<file path="config.mk">
export PLATFORM = sky130hd
export DESIGN_NAME = uart_text_transmitter_core
export DESIGN_NICKNAME = d
export VERILOG_FILES = /design/src/design/uart_tx_pkg.sv /design/src/design/uart_text_transmitter_core.sv
export SDC_FILE = /design/constraint.sdc
export NUM_CORES = 1
export LEC_CHECK = 0
export ABC_AREA = 0
export BUFFER_PORTS_ARGS = -buffer_cell sky130_fd_sc_hd__buf_2
export CELL_PAD_IN_SITES_DETAIL_PLACEMENT = 1
export CELL_PAD_IN_SITES_GLOBAL_PLACEMENT = 2
export CORE_MARGIN = 3
export CORE_UTILIZATION = 38
export CTS_CLUSTER_SIZE = 14
export DETAILED_ROUTE_END_ITERATION = 10
export GPL_TIMING_DRIVEN = 0
export PLACE_DENSITY_LB_ADDON = 0.1
export SLEW_MARGIN = 20
export SYNTH_ARGS = -nofsm -noshare
export SYNTH_HDL_FRONTEND = slang
export SYNTH_SLANG_ARGS = --single-unit
export TNS_END_PERCENT = 5
</file>
<file path="constraint.sdc">
create_clock -name clk -period 8 [get_ports clk]
set_input_delay 0.4 -clock clk [delete_from_list [all_inputs] [get_ports clk]]
set_output_delay 0.4 -clock clk [all_outputs]
set_load 0.1 [all_outputs]
</file>
<file path="src/design/uart_tx_pkg.sv">
`timescale 1ns / 1ps

package uart_tx_pkg;

  localparam int FrameBits = 10;
  localparam int MaxChars  = 5;

  localparam logic [7:0] CharZero  = 8'h30;
  localparam logic [7:0] CharUpA   = 8'h41;
  localparam logic [7:0] CharCr    = 8'h0D;
  localparam logic [7:0] CharLf    = 8'h0A;
  localparam logic [7:0] BitTicksReset = 8'd16;
  localparam logic [9:0] FrameIdle = 10'h3FF;

  typedef enum logic [1:0] {
    OP_RAW = 2'd0,
    OP_DEC = 2'd1,
    OP_HEX = 2'd2,
    OP_RSV = 2'd3
  } opcode_t;

  function automatic logic [7:0] hex_digit(input logic [3:0] v);
    logic [7:0] r;
    if (v < 4'd10) begin
      r = CharZero + {4'd0, v};
    end else begin
      r = CharUpA + {4'd0, v - 4'd10};
    end
    return r;
  endfunction

endpackage

</file>
<file path="src/design/uart_text_transmitter_core.sv">
`timescale 1ns / 1ps

// UART text transmitter core, 8N1, LSB first, line idles high.
// Input channel (in_valid/in_ready): one transaction per bit-timer tick; a tick
// may carry a request (raw character, three decimal digits or two hex digits,
// optional CR LF at end of message). A request is taken only when the core is
// idle with an empty queue; otherwise it is dropped, as reported by ready_res.
// Result channel (out_valid/out_ready): one transaction per tick carrying the
// line level after that tick, ready_res and the message_done pulse.
// Configuration channel (cfg_valid/cfg_ready): writes bit_ticks, the number of
// ticks each serial bit is held; write only while the core is idle.
// The result of a tick is registered into the output register in the cycle after
// the tick is accepted. Throughput: one tick per cycle, set by the single state
// update between the state registers and the output register.
// When the receiver stalls, the output register holds and in_ready drops; the
// next tick is taken in the same cycle the held result is taken.
// Reset: line idle high, queue empty, no pending result, bit_ticks = 16.
module uart_text_transmitter_core #(
  parameter int QUEUE_DEPTH = 5
) (
  input  logic       clk,
  input  logic       rst_n,
  input  logic       in_valid,
  output logic       in_ready,
  input  logic       in_request_valid,
  input  logic [1:0] in_opcode,
  input  logic [7:0] in_char_value,
  input  logic       in_end_of_message,
  input  logic       in_add_newline,
  output logic       out_valid,
  input  logic       out_ready,
  output logic       out_line_level,
  output logic       out_ready_res,
  output logic       out_message_done,
  input  logic       cfg_valid,
  output logic       cfg_ready,
  input  logic [7:0] cfg_data
);

  localparam int CntW = $clog2(QUEUE_DEPTH + 1);

  logic [7:0]      bit_ticks_r;
  logic [7:0]      queue_r [QUEUE_DEPTH];
  logic [7:0]      queue_nxt [QUEUE_DEPTH];
  logic [CntW-1:0] count_r, count_nxt;
  logic [9:0]      frame_r, frame_nxt;
  logic [3:0]      bitpos_r, bitpos_nxt;
  logic [7:0]      countdown_r, countdown_nxt;
  logic            line_r, line_nxt;
  logic            eom_pend_r, eom_pend_nxt;
  logic            out_valid_r;
  logic            out_line_r, out_ready_res_r, out_done_r;
  logic            done_nxt;

  logic            tick;
  logic            idle;
  logic            take_req;
  logic            frame_ended;
  logic [7:0]      hold;
  logic [7:0]      first_char;
  logic [7:0]      list [QUEUE_DEPTH];
  logic [7:0]      base [3];
  logic [2:0]      n_base;
  logic [2:0]      n_total;
  logic [1:0]      hundreds;
  logic [6:0]      rem100;
  logic [15:0]     tens_prod;
  logic [3:0]      tens;
  logic [3:0]      ones;
  logic [7:0]      tens_x10;

  assign in_ready  = ~out_valid_r | out_ready;
  assign tick      = in_valid & in_ready;
  assign cfg_ready = 1'b1;
  assign idle      = (bitpos_r == 4'd0) && (count_r == '0);
  assign take_req  = tick & in_request_valid & idle;
  assign hold      = (bit_ticks_r == 8'd0) ? 8'd0 : bit_ticks_r - 8'd1;

  always_comb begin
    if (in_char_value >= 8'd200) begin
      hundreds = 2'd2;
      rem100   = 7'(in_char_value - 8'd200);
    end else if (in_char_value >= 8'd100) begin
      hundreds = 2'd1;
      rem100   = 7'(in_char_value - 8'd100);
    end else begin
      hundreds = 2'd0;
      rem100   = in_char_value[6:0];
    end
    tens_prod = {9'd0, rem100} * 16'd205;
    tens      = tens_prod[14:11];
    tens_x10  = {4'd0, tens} * 8'd10;
    ones      = 4'(8'({1'b0, rem100}) - tens_x10);
  end

  always_comb begin
    base[0] = in_char_value;
    base[1] = 8'd0;
    base[2] = 8'd0;
    n_base  = 3'd1;
    case (uart_tx_pkg::opcode_t'(in_opcode))
      uart_tx_pkg::OP_DEC: begin
        base[0] = uart_tx_pkg::CharZero + {6'd0, hundreds};
        base[1] = uart_tx_pkg::CharZero + {4'd0, tens};
        base[2] = uart_tx_pkg::CharZero + {4'd0, ones};
        n_base  = 3'd3;
      end
      uart_tx_pkg::OP_HEX: begin
        base[0] = uart_tx_pkg::hex_digit(in_char_value[7:4]);
        base[1] = uart_tx_pkg::hex_digit(in_char_value[3:0]);
        n_base  = 3'd2;
      end
      default: begin
        base[0] = in_char_value;
        n_base  = 3'd1;
      end
    endcase
    n_total = (in_end_of_message & in_add_newline) ? n_base + 3'd2 : n_base;
    for (int i = 0; i < QUEUE_DEPTH; i++) begin
      list[i] = 8'd0;
    end
    for (int k = 0; k < uart_tx_pkg::MaxChars; k++) begin
      if (3'(k) < n_base) begin
        list[k] = base[k % 3];
      end else if (3'(k) == n_base) begin
        list[k] = uart_tx_pkg::CharCr;
      end else begin
        list[k] = uart_tx_pkg::CharLf;
      end
    end
  end

  always_comb begin
    for (int i = 0; i < QUEUE_DEPTH; i++) begin
      queue_nxt[i] = queue_r[i];
    end
    count_nxt     = count_r;
    frame_nxt     = frame_r;
    bitpos_nxt    = bitpos_r;
    countdown_nxt = countdown_r;
    line_nxt      = line_r;
    eom_pend_nxt  = eom_pend_r;
    frame_ended   = 1'b0;
    done_nxt      = 1'b0;
    first_char    = 8'd0;

    if (take_req) begin
      for (int i = 0; i < QUEUE_DEPTH; i++) begin
        if (i < uart_tx_pkg::MaxChars && 3'(i) < n_total) begin
          queue_nxt[i] = list[i];
        end
      end
      count_nxt    = CntW'(n_total);
      eom_pend_nxt = in_end_of_message;
    end

    if (tick) begin
      if (bitpos_r != 4'd0) begin
        if (countdown_r != 8'd0) begin
          countdown_nxt = countdown_r - 8'd1;
        end else begin
          frame_nxt  = {1'b1, frame_r[9:1]};
          bitpos_nxt = bitpos_r + 4'd1;
          if (bitpos_nxt > 4'(uart_tx_pkg::FrameBits)) begin
            bitpos_nxt  = 4'd0;
            line_nxt    = 1'b1;
            frame_ended = 1'b1;
          end else begin
            line_nxt      = frame_nxt[0];
            countdown_nxt = hold;
          end
        end
      end

      if (bitpos_nxt == 4'd0) begin
        if (count_nxt != '0) begin
          first_char = queue_nxt[0];
          for (int i = 0; i < QUEUE_DEPTH - 1; i++) begin
            queue_nxt[i] = queue_nxt[i + 1];
          end
          count_nxt     = count_nxt - CntW'(1);
          frame_nxt     = {1'b1, first_char, 1'b0};
          bitpos_nxt    = 4'd1;
          line_nxt      = 1'b0;
          countdown_nxt = hold;
        end else if (frame_ended && eom_pend_nxt) begin
          done_nxt     = 1'b1;
          eom_pend_nxt = 1'b0;
        end
      end
    end
  end

  always_ff @(posedge clk) begin
    if (!rst_n) begin
      bit_ticks_r <= uart_tx_pkg::BitTicksReset;
      count_r     <= '0;
      frame_r     <= uart_tx_pkg::FrameIdle;
      bitpos_r    <= 4'd0;
      countdown_r <= 8'd0;
      line_r      <= 1'b1;
      eom_pend_r  <= 1'b0;
      out_valid_r <= 1'b0;
    end else begin
      if (cfg_valid && cfg_ready) begin
        bit_ticks_r <= cfg_data;
      end
      count_r     <= count_nxt;
      frame_r     <= frame_nxt;
      bitpos_r    <= bitpos_nxt;
      countdown_r <= countdown_nxt;
      line_r      <= line_nxt;
      eom_pend_r  <= eom_pend_nxt;
      if (tick) begin
        out_valid_r <= 1'b1;
      end else if (out_ready) begin
        out_valid_r <= 1'b0;
      end
    end
  end

  always_ff @(posedge clk) begin
    for (int i = 0; i < QUEUE_DEPTH; i++) begin
      queue_r[i] <= queue_nxt[i];
    end
    if (tick) begin
      out_line_r      <= line_nxt;
      out_ready_res_r <= idle;
      out_done_r      <= done_nxt;
    end
  end

  assign out_valid        = out_valid_r;
  assign out_line_level   = out_line_r;
  assign out_ready_res    = out_ready_res_r;
  assign out_message_done = out_done_r;

endmodule

</file>
# Word-level counts from Yosys, hierarchy flattened
# Memories as Yosys holds them, arrays and structs flattened.
# Cells that the tools add are included.
dict set report word_totals {
  reg_bits 39
  ram_bits 40
  input_bits 26
  out_inout_bits 6
  wordCells 139
  n_memories 1
}
# name words word_bits rd rd_ports_with_merged_regs wr line
set mem_list {}
lappend mem_list {queue_r 5 8 5 0 5 uart_text_transmitter_core.sv:43} ;# logic [7:0] queue_r [QUEUE_DEPTH];
dict set report classes {
  add_sub_neg 17
  mul 2
  n_lt_le_gt_ge 15
  n_eq_ne 6
  n_mux 68
  n_bitwise 7
  n_reduce_logical 12
}
# op count
set op_table {}
lappend op_table {{8-bit two-way mux} 18}
lappend op_table {{32-bit two-way mux} 3}
lappend op_table {{10-bit two-way mux} 4}
lappend op_table {{40-bit two-way mux} 1}
lappend op_table {{8-bit case mux with 2 select lines} 2}
lappend op_table {{3-bit two-way mux} 10}
lappend op_table {{6-bit by 4-bit adder with 7-bit output (first input constant)} 4}
lappend op_table {{4-bit two-way mux} 6}
lappend op_table {{7-bit two-way mux} 3}
lappend op_table {{1-bit two-way mux} 19}
lappend op_table {{7-bit by 4-bit adder with 8-bit output (first input constant)} 2}
lappend op_table {{8-bit by 1-bit subtractor with 8-bit output (second input constant)} 2}
lappend op_table {{7-bit by 8-bit multiplier with 15-bit output (second input constant)} 1}
lappend op_table {{7-bit subtractor (second input constant)} 2}
lappend op_table {{1-bit by 3-bit < comparator with 1-bit output (first input constant)} 4}
lappend op_table {{2-bit by 3-bit < comparator with 1-bit output (first input constant)} 4}
lappend op_table {{8-bit by 7-bit greater-or-equal comparator with 1-bit output (second input constant)} 1}
lappend op_table {{8-bit greater-or-equal comparator (second input constant)} 1}
lappend op_table {{4-bit logical NOT} 2}
lappend op_table {{8-bit logical NOT} 1}
lappend op_table {{4-bit < comparator (second input constant)} 2}
lappend op_table {{8-bit nonzero test} 1}
lappend op_table {{4-bit subtractor (second input constant)} 2}
lappend op_table {{6-bit by 2-bit adder with 7-bit output (first input constant)} 1}
lappend op_table {{23 further kinds} 31}

# Depth between registers and ports, before layout
dict set report logic_depth {
  ltp_word 14
  depth_mapped 27
}

# Worst setup path before layout
# OpenSTA, ideal clock, no wires.
dict set report synth_path {
  kind {input to register}
  from {input port in_char_value[2]}
  to {memory queue_r[1][3] (netlist: queue_r[0][11])}
  setup_ns 0.125
  arrival_time_ns 5.630
  t_required_ns 7.875
  path_slack_ns 2.245
  stages 24
  path_buffers 0
  cell_sequence {inv_1 ha_1 and2_1 o2111ai_1 nand2_1 o22ai_1 xnor2_1 ha_1 inv_1 fa_1 inv_1 fa_1 ha_1 ha_1 a21o_1 a21o_1 a221o_1 o21ba_2 xnor2_1 fa_1 xnor2_1 xnor3_1 a21oi_1 mux2i_1}
}
# element line
set synth_lines {}
lappend synth_lines {{from (decl)} uart_text_transmitter_core.sv:27} ;# input logic [7:0] in_char_value,
lappend synth_lines {{to (decl)} uart_text_transmitter_core.sv:43}

==> flow_metrics.py <==
metrics = {
    "timing": {
        "final_max_slew_viol_count": 0,
        "tns_ps": 0,
        "finalHoldViolations": 0,
        "worst_slew_pin_slew_ps": 704,
        "setup_violations": 0,
        "fin_crit_ps": 6510,
        "worst_hold_slack_ps": 275,
        "max_slew_margin_pct": 52.7,
        "fin_crit_sh_pct": 81.4,
        "max_freq_mhz": 154,
        "rsz0062_at_grt": "false",
        "clock_skew_ps": 8.51,
    },
    "clocking": {
        "postCtsSetupBuffers": 0,
        "cts_root_buffer": "clkbuf_16",
        "cts_tree": "built",
        "cts_buffers": 9,
        "clkTransAtPathRegs_ps": 60,
        "hold_buffers": 0,
        "cts_max_level": 3,
        "cts_resized": 0,
        "cts_sinks": 78,
        "cts_max_path_buffers": 2,
        "clock_latency_ps": 340,
    },
    "placed_design": {
        "place.gp.congestion": 0.812,
        "dp_cells": 861,
        "dp.final_hpwl_um": 12300,
        "io_buffer_count": 28,
    },
    "power_and_ir_drop": {
        "leakage_nw": 2.78,
        "total_power_mw": 1.85,
        "power_density_nw_per_um2": 302,
        "irDropWorstVdd_uv": 169,
    },
    "detailed_routing": {
        "viasPerCell": 5.46,
        "ant_nets": 0,
        "dr_total_vias": 4792,
        "drt_wl_total_um": 15500,
        "drt_pre_antenna_iters": 5,
        "drc_errors": 0,
        "drtIter0Drc": 226,
        "wl_per_cell_um": 17.7,
    },
    "grt": {
        "grt_pass1_wl_um": 25700,
        "grt_pass1_vias": 4857,
        "track_usage_pct": 20.0,
        "grt_use_met1_pct": 30.0,
        "grt-busiest-layer": "met2",
        "grt_max_degree": 15,
        "globalRouteOverflowTotal": 0,
        "antenna_found_initial": 0,
        "grtUsageMet2_pct": 30.0,
        "met3_usage_pct": 3.69,
    },
    "setup_path": {
        "critPathLaunchType": "input port",
        "cp.arrival_ps": 6730,
        "worstSetupEndpointType": "register",
        "crit_type": "in -> reg",
        "cp_max_fo": 8,
        "required_ps": 8210,
    },
    "outcome": {
        "status": "completed",
    },
    "logic_synthesis": {
        "synth-async-reset-ratio_pct": 0,
        "synth_area_um2": 5460,
        "syn_nets": 753,
        "syn_inst": 653,
        "ys_ff_latch": 78,
        "synth_edf_count": 3,
        "postSynthAreaPerCell_um2": 8.37,
        "ys.flop_type": "dfxtp_1",
        "yosysUniqueCellTypes": 69,
        "yosys_warnings": 0,
        "ys_seq_area_share_pct": 29.1,
    },
    "finish": {
        "antenna_cells": 0,
        "layout_commonest_cell": "dfxtp_1",
        "fillers": 1678,
        "nets": 792,
        "final_cell_mix": "dfxtp_1, nor2_1, ha_1, a21oi_1, inv_1",
        "multi_input_area_um2": 3550,
        "drive_gt1_share_pct": 9.61,
        "area_delta_synth_final_pct": 12.3,
        "fin_cells": 877,
        "seq_area_um2": 1590,
    },
    "floorplanning": {
        "io_pins": 32,
        "die_x_um": 126,
        "core_um2": 14000,
        "initial_core_util_pct": 39.1,
        "die_h_um": 126,
        "fp-row-count": 43,
        "dieArea_um2": 15900,
    },
    "run": {
        "cap_viol_max_count": 0,
    },
    "hold_path": {
        "hp-class": "in -> reg",
    },
}
[cell usage after synthesis, types with 7 or more instances]
| library cell | instances | share of area [%] |
|---|---|---|
| nor3_1 | 13 | 1.2 |
| ha_1 | 65 | 15 |
| fa_1 | 9 | 3.3 |
| a21oi_1 | 61 | 5.6 |
| nor2_1 | 65 | 4.5 |
| nand3_1 | 26 | 2.4 |
| a221o_1 | 11 | 2.0 |
| o21ai_1 | 8 | 0.73 |
| nand2_1 | 47 | 3.2 |
| clkbuf_1 | 18 | 1.2 |
| xor2_1 | 10 | 1.6 |
| nand2b_1 | 10 | 1.1 |
| mux2i_1 | 28 | 5.1 |
| o21ai_0 | 33 | 3.0 |
| and2_1 | 7 | 0.80 |
| xnor2_1 | 13 | 2.1 |
| dfxtp_1 | 75 | 27 |
| inv_1 | 50 | 3.4 |
[power by group]
| part | leakage, nW | switching, mW | internal [mW] |
|---|---|---|---|
| clock | 0.143 | 0.175 | 0.239 |
| sequential | 0.648 | 0.0454 | 0.495 |
| combinational | 1.99 | 0.531 | 0.369 |
| total | 2.78 | 0.751 | 1.10 |
[layout make-up]
cell class | instances | area share, %
Buffer | 28 | 2.20
Clock buffer | 11 | 4.30
Clock inverter | 5 | 0.673
Inverter | 51 | 3.12
Multi-Input combinational cell | 496 | 57.8
Sequential cell | 78 | 25.9
Tap cell | 180 | 3.67
Timing Repair Buffer | 28 | 2.28
[final timing paths]
path         cells after the start                          end                startpoint  slack [ps]
max                             26       queue_r[0][11]$_DFF_P_          in_char_value[2]        1490
min                              3  bit_ticks_r[4]$_SDFFE_PN1P_               cfg_data[4]         280
max reg2reg                     15      frame_r[6]$_SDFFE_PN1P_  bitpos_r[1]$_SDFFE_PN0P_        3640
min reg2reg                      2       queue_r[0][38]$_DFF_P_    queue_r[0][38]$_DFF_P_         430
[logic make-up (layout without fill, tap and decap cells)]
logic type,count (synthesis),in the layout,share of synthesized area (%)
buffers and inverters,79,123,5.98
adder cells (fa/ha/maj),74,74,18.2
multiplexers,29,29,5.34
XOR/XNOR,24,24,4.10
AO/OA/AOI/OAI,167,167,19.3
flip-flops,78,78,29.1
AND/OR/NAND/NOR,201,201,17.9
other,1,1,0.0686
[layer usage]
layer	part of all wire, %	routed length, um
met1	53	8180
met2	43	6680
met3	3.6	558
met4	0.64	99
met5	0	0
[sequential cells by signal (all words and copies together), names as in the netlist]
register and count:
countdown_r 8, count_r 3, line_r 1, frame_r 9, out_line_level 1, out_message_done 1, bit_ticks_r 8, bitpos_r 4
out_valid 1, eom_pend_r 1, out_ready_res 1, queue_r 40
[worst max-delay path: stages]
cell,delay (ps)
buf_2,180
inv_1,160
ha_1,260
and2_1,180
o2111ai_1,560
nand2_1,110
o22ai_1,260
xnor2_1,250
inv_1,90
ha_1,230
ha_1,200
or2_2,320
fa_1,470
ha_1,300
ha_1,340
a211oi_1,290
a31o_2,190
o31a_1,130
xor2_1,270
inv_1,80
ha_1,200
fa_1,410
xnor2_1,180
xnor3_1,270
a21oi_1,280
mux2i_1,110
[stage by stage]
stage	area (um2)	setup slack [ps]	util [%]
CTS	6130	1410	43.9
global placement	5830	1160	41.7
floorplan	5460	2240	-
detailed placement	5830	1050	41.7
finish	6130	1490	43.9
global route	6130	927	43.9
Power figures use the tool's default switching activity.
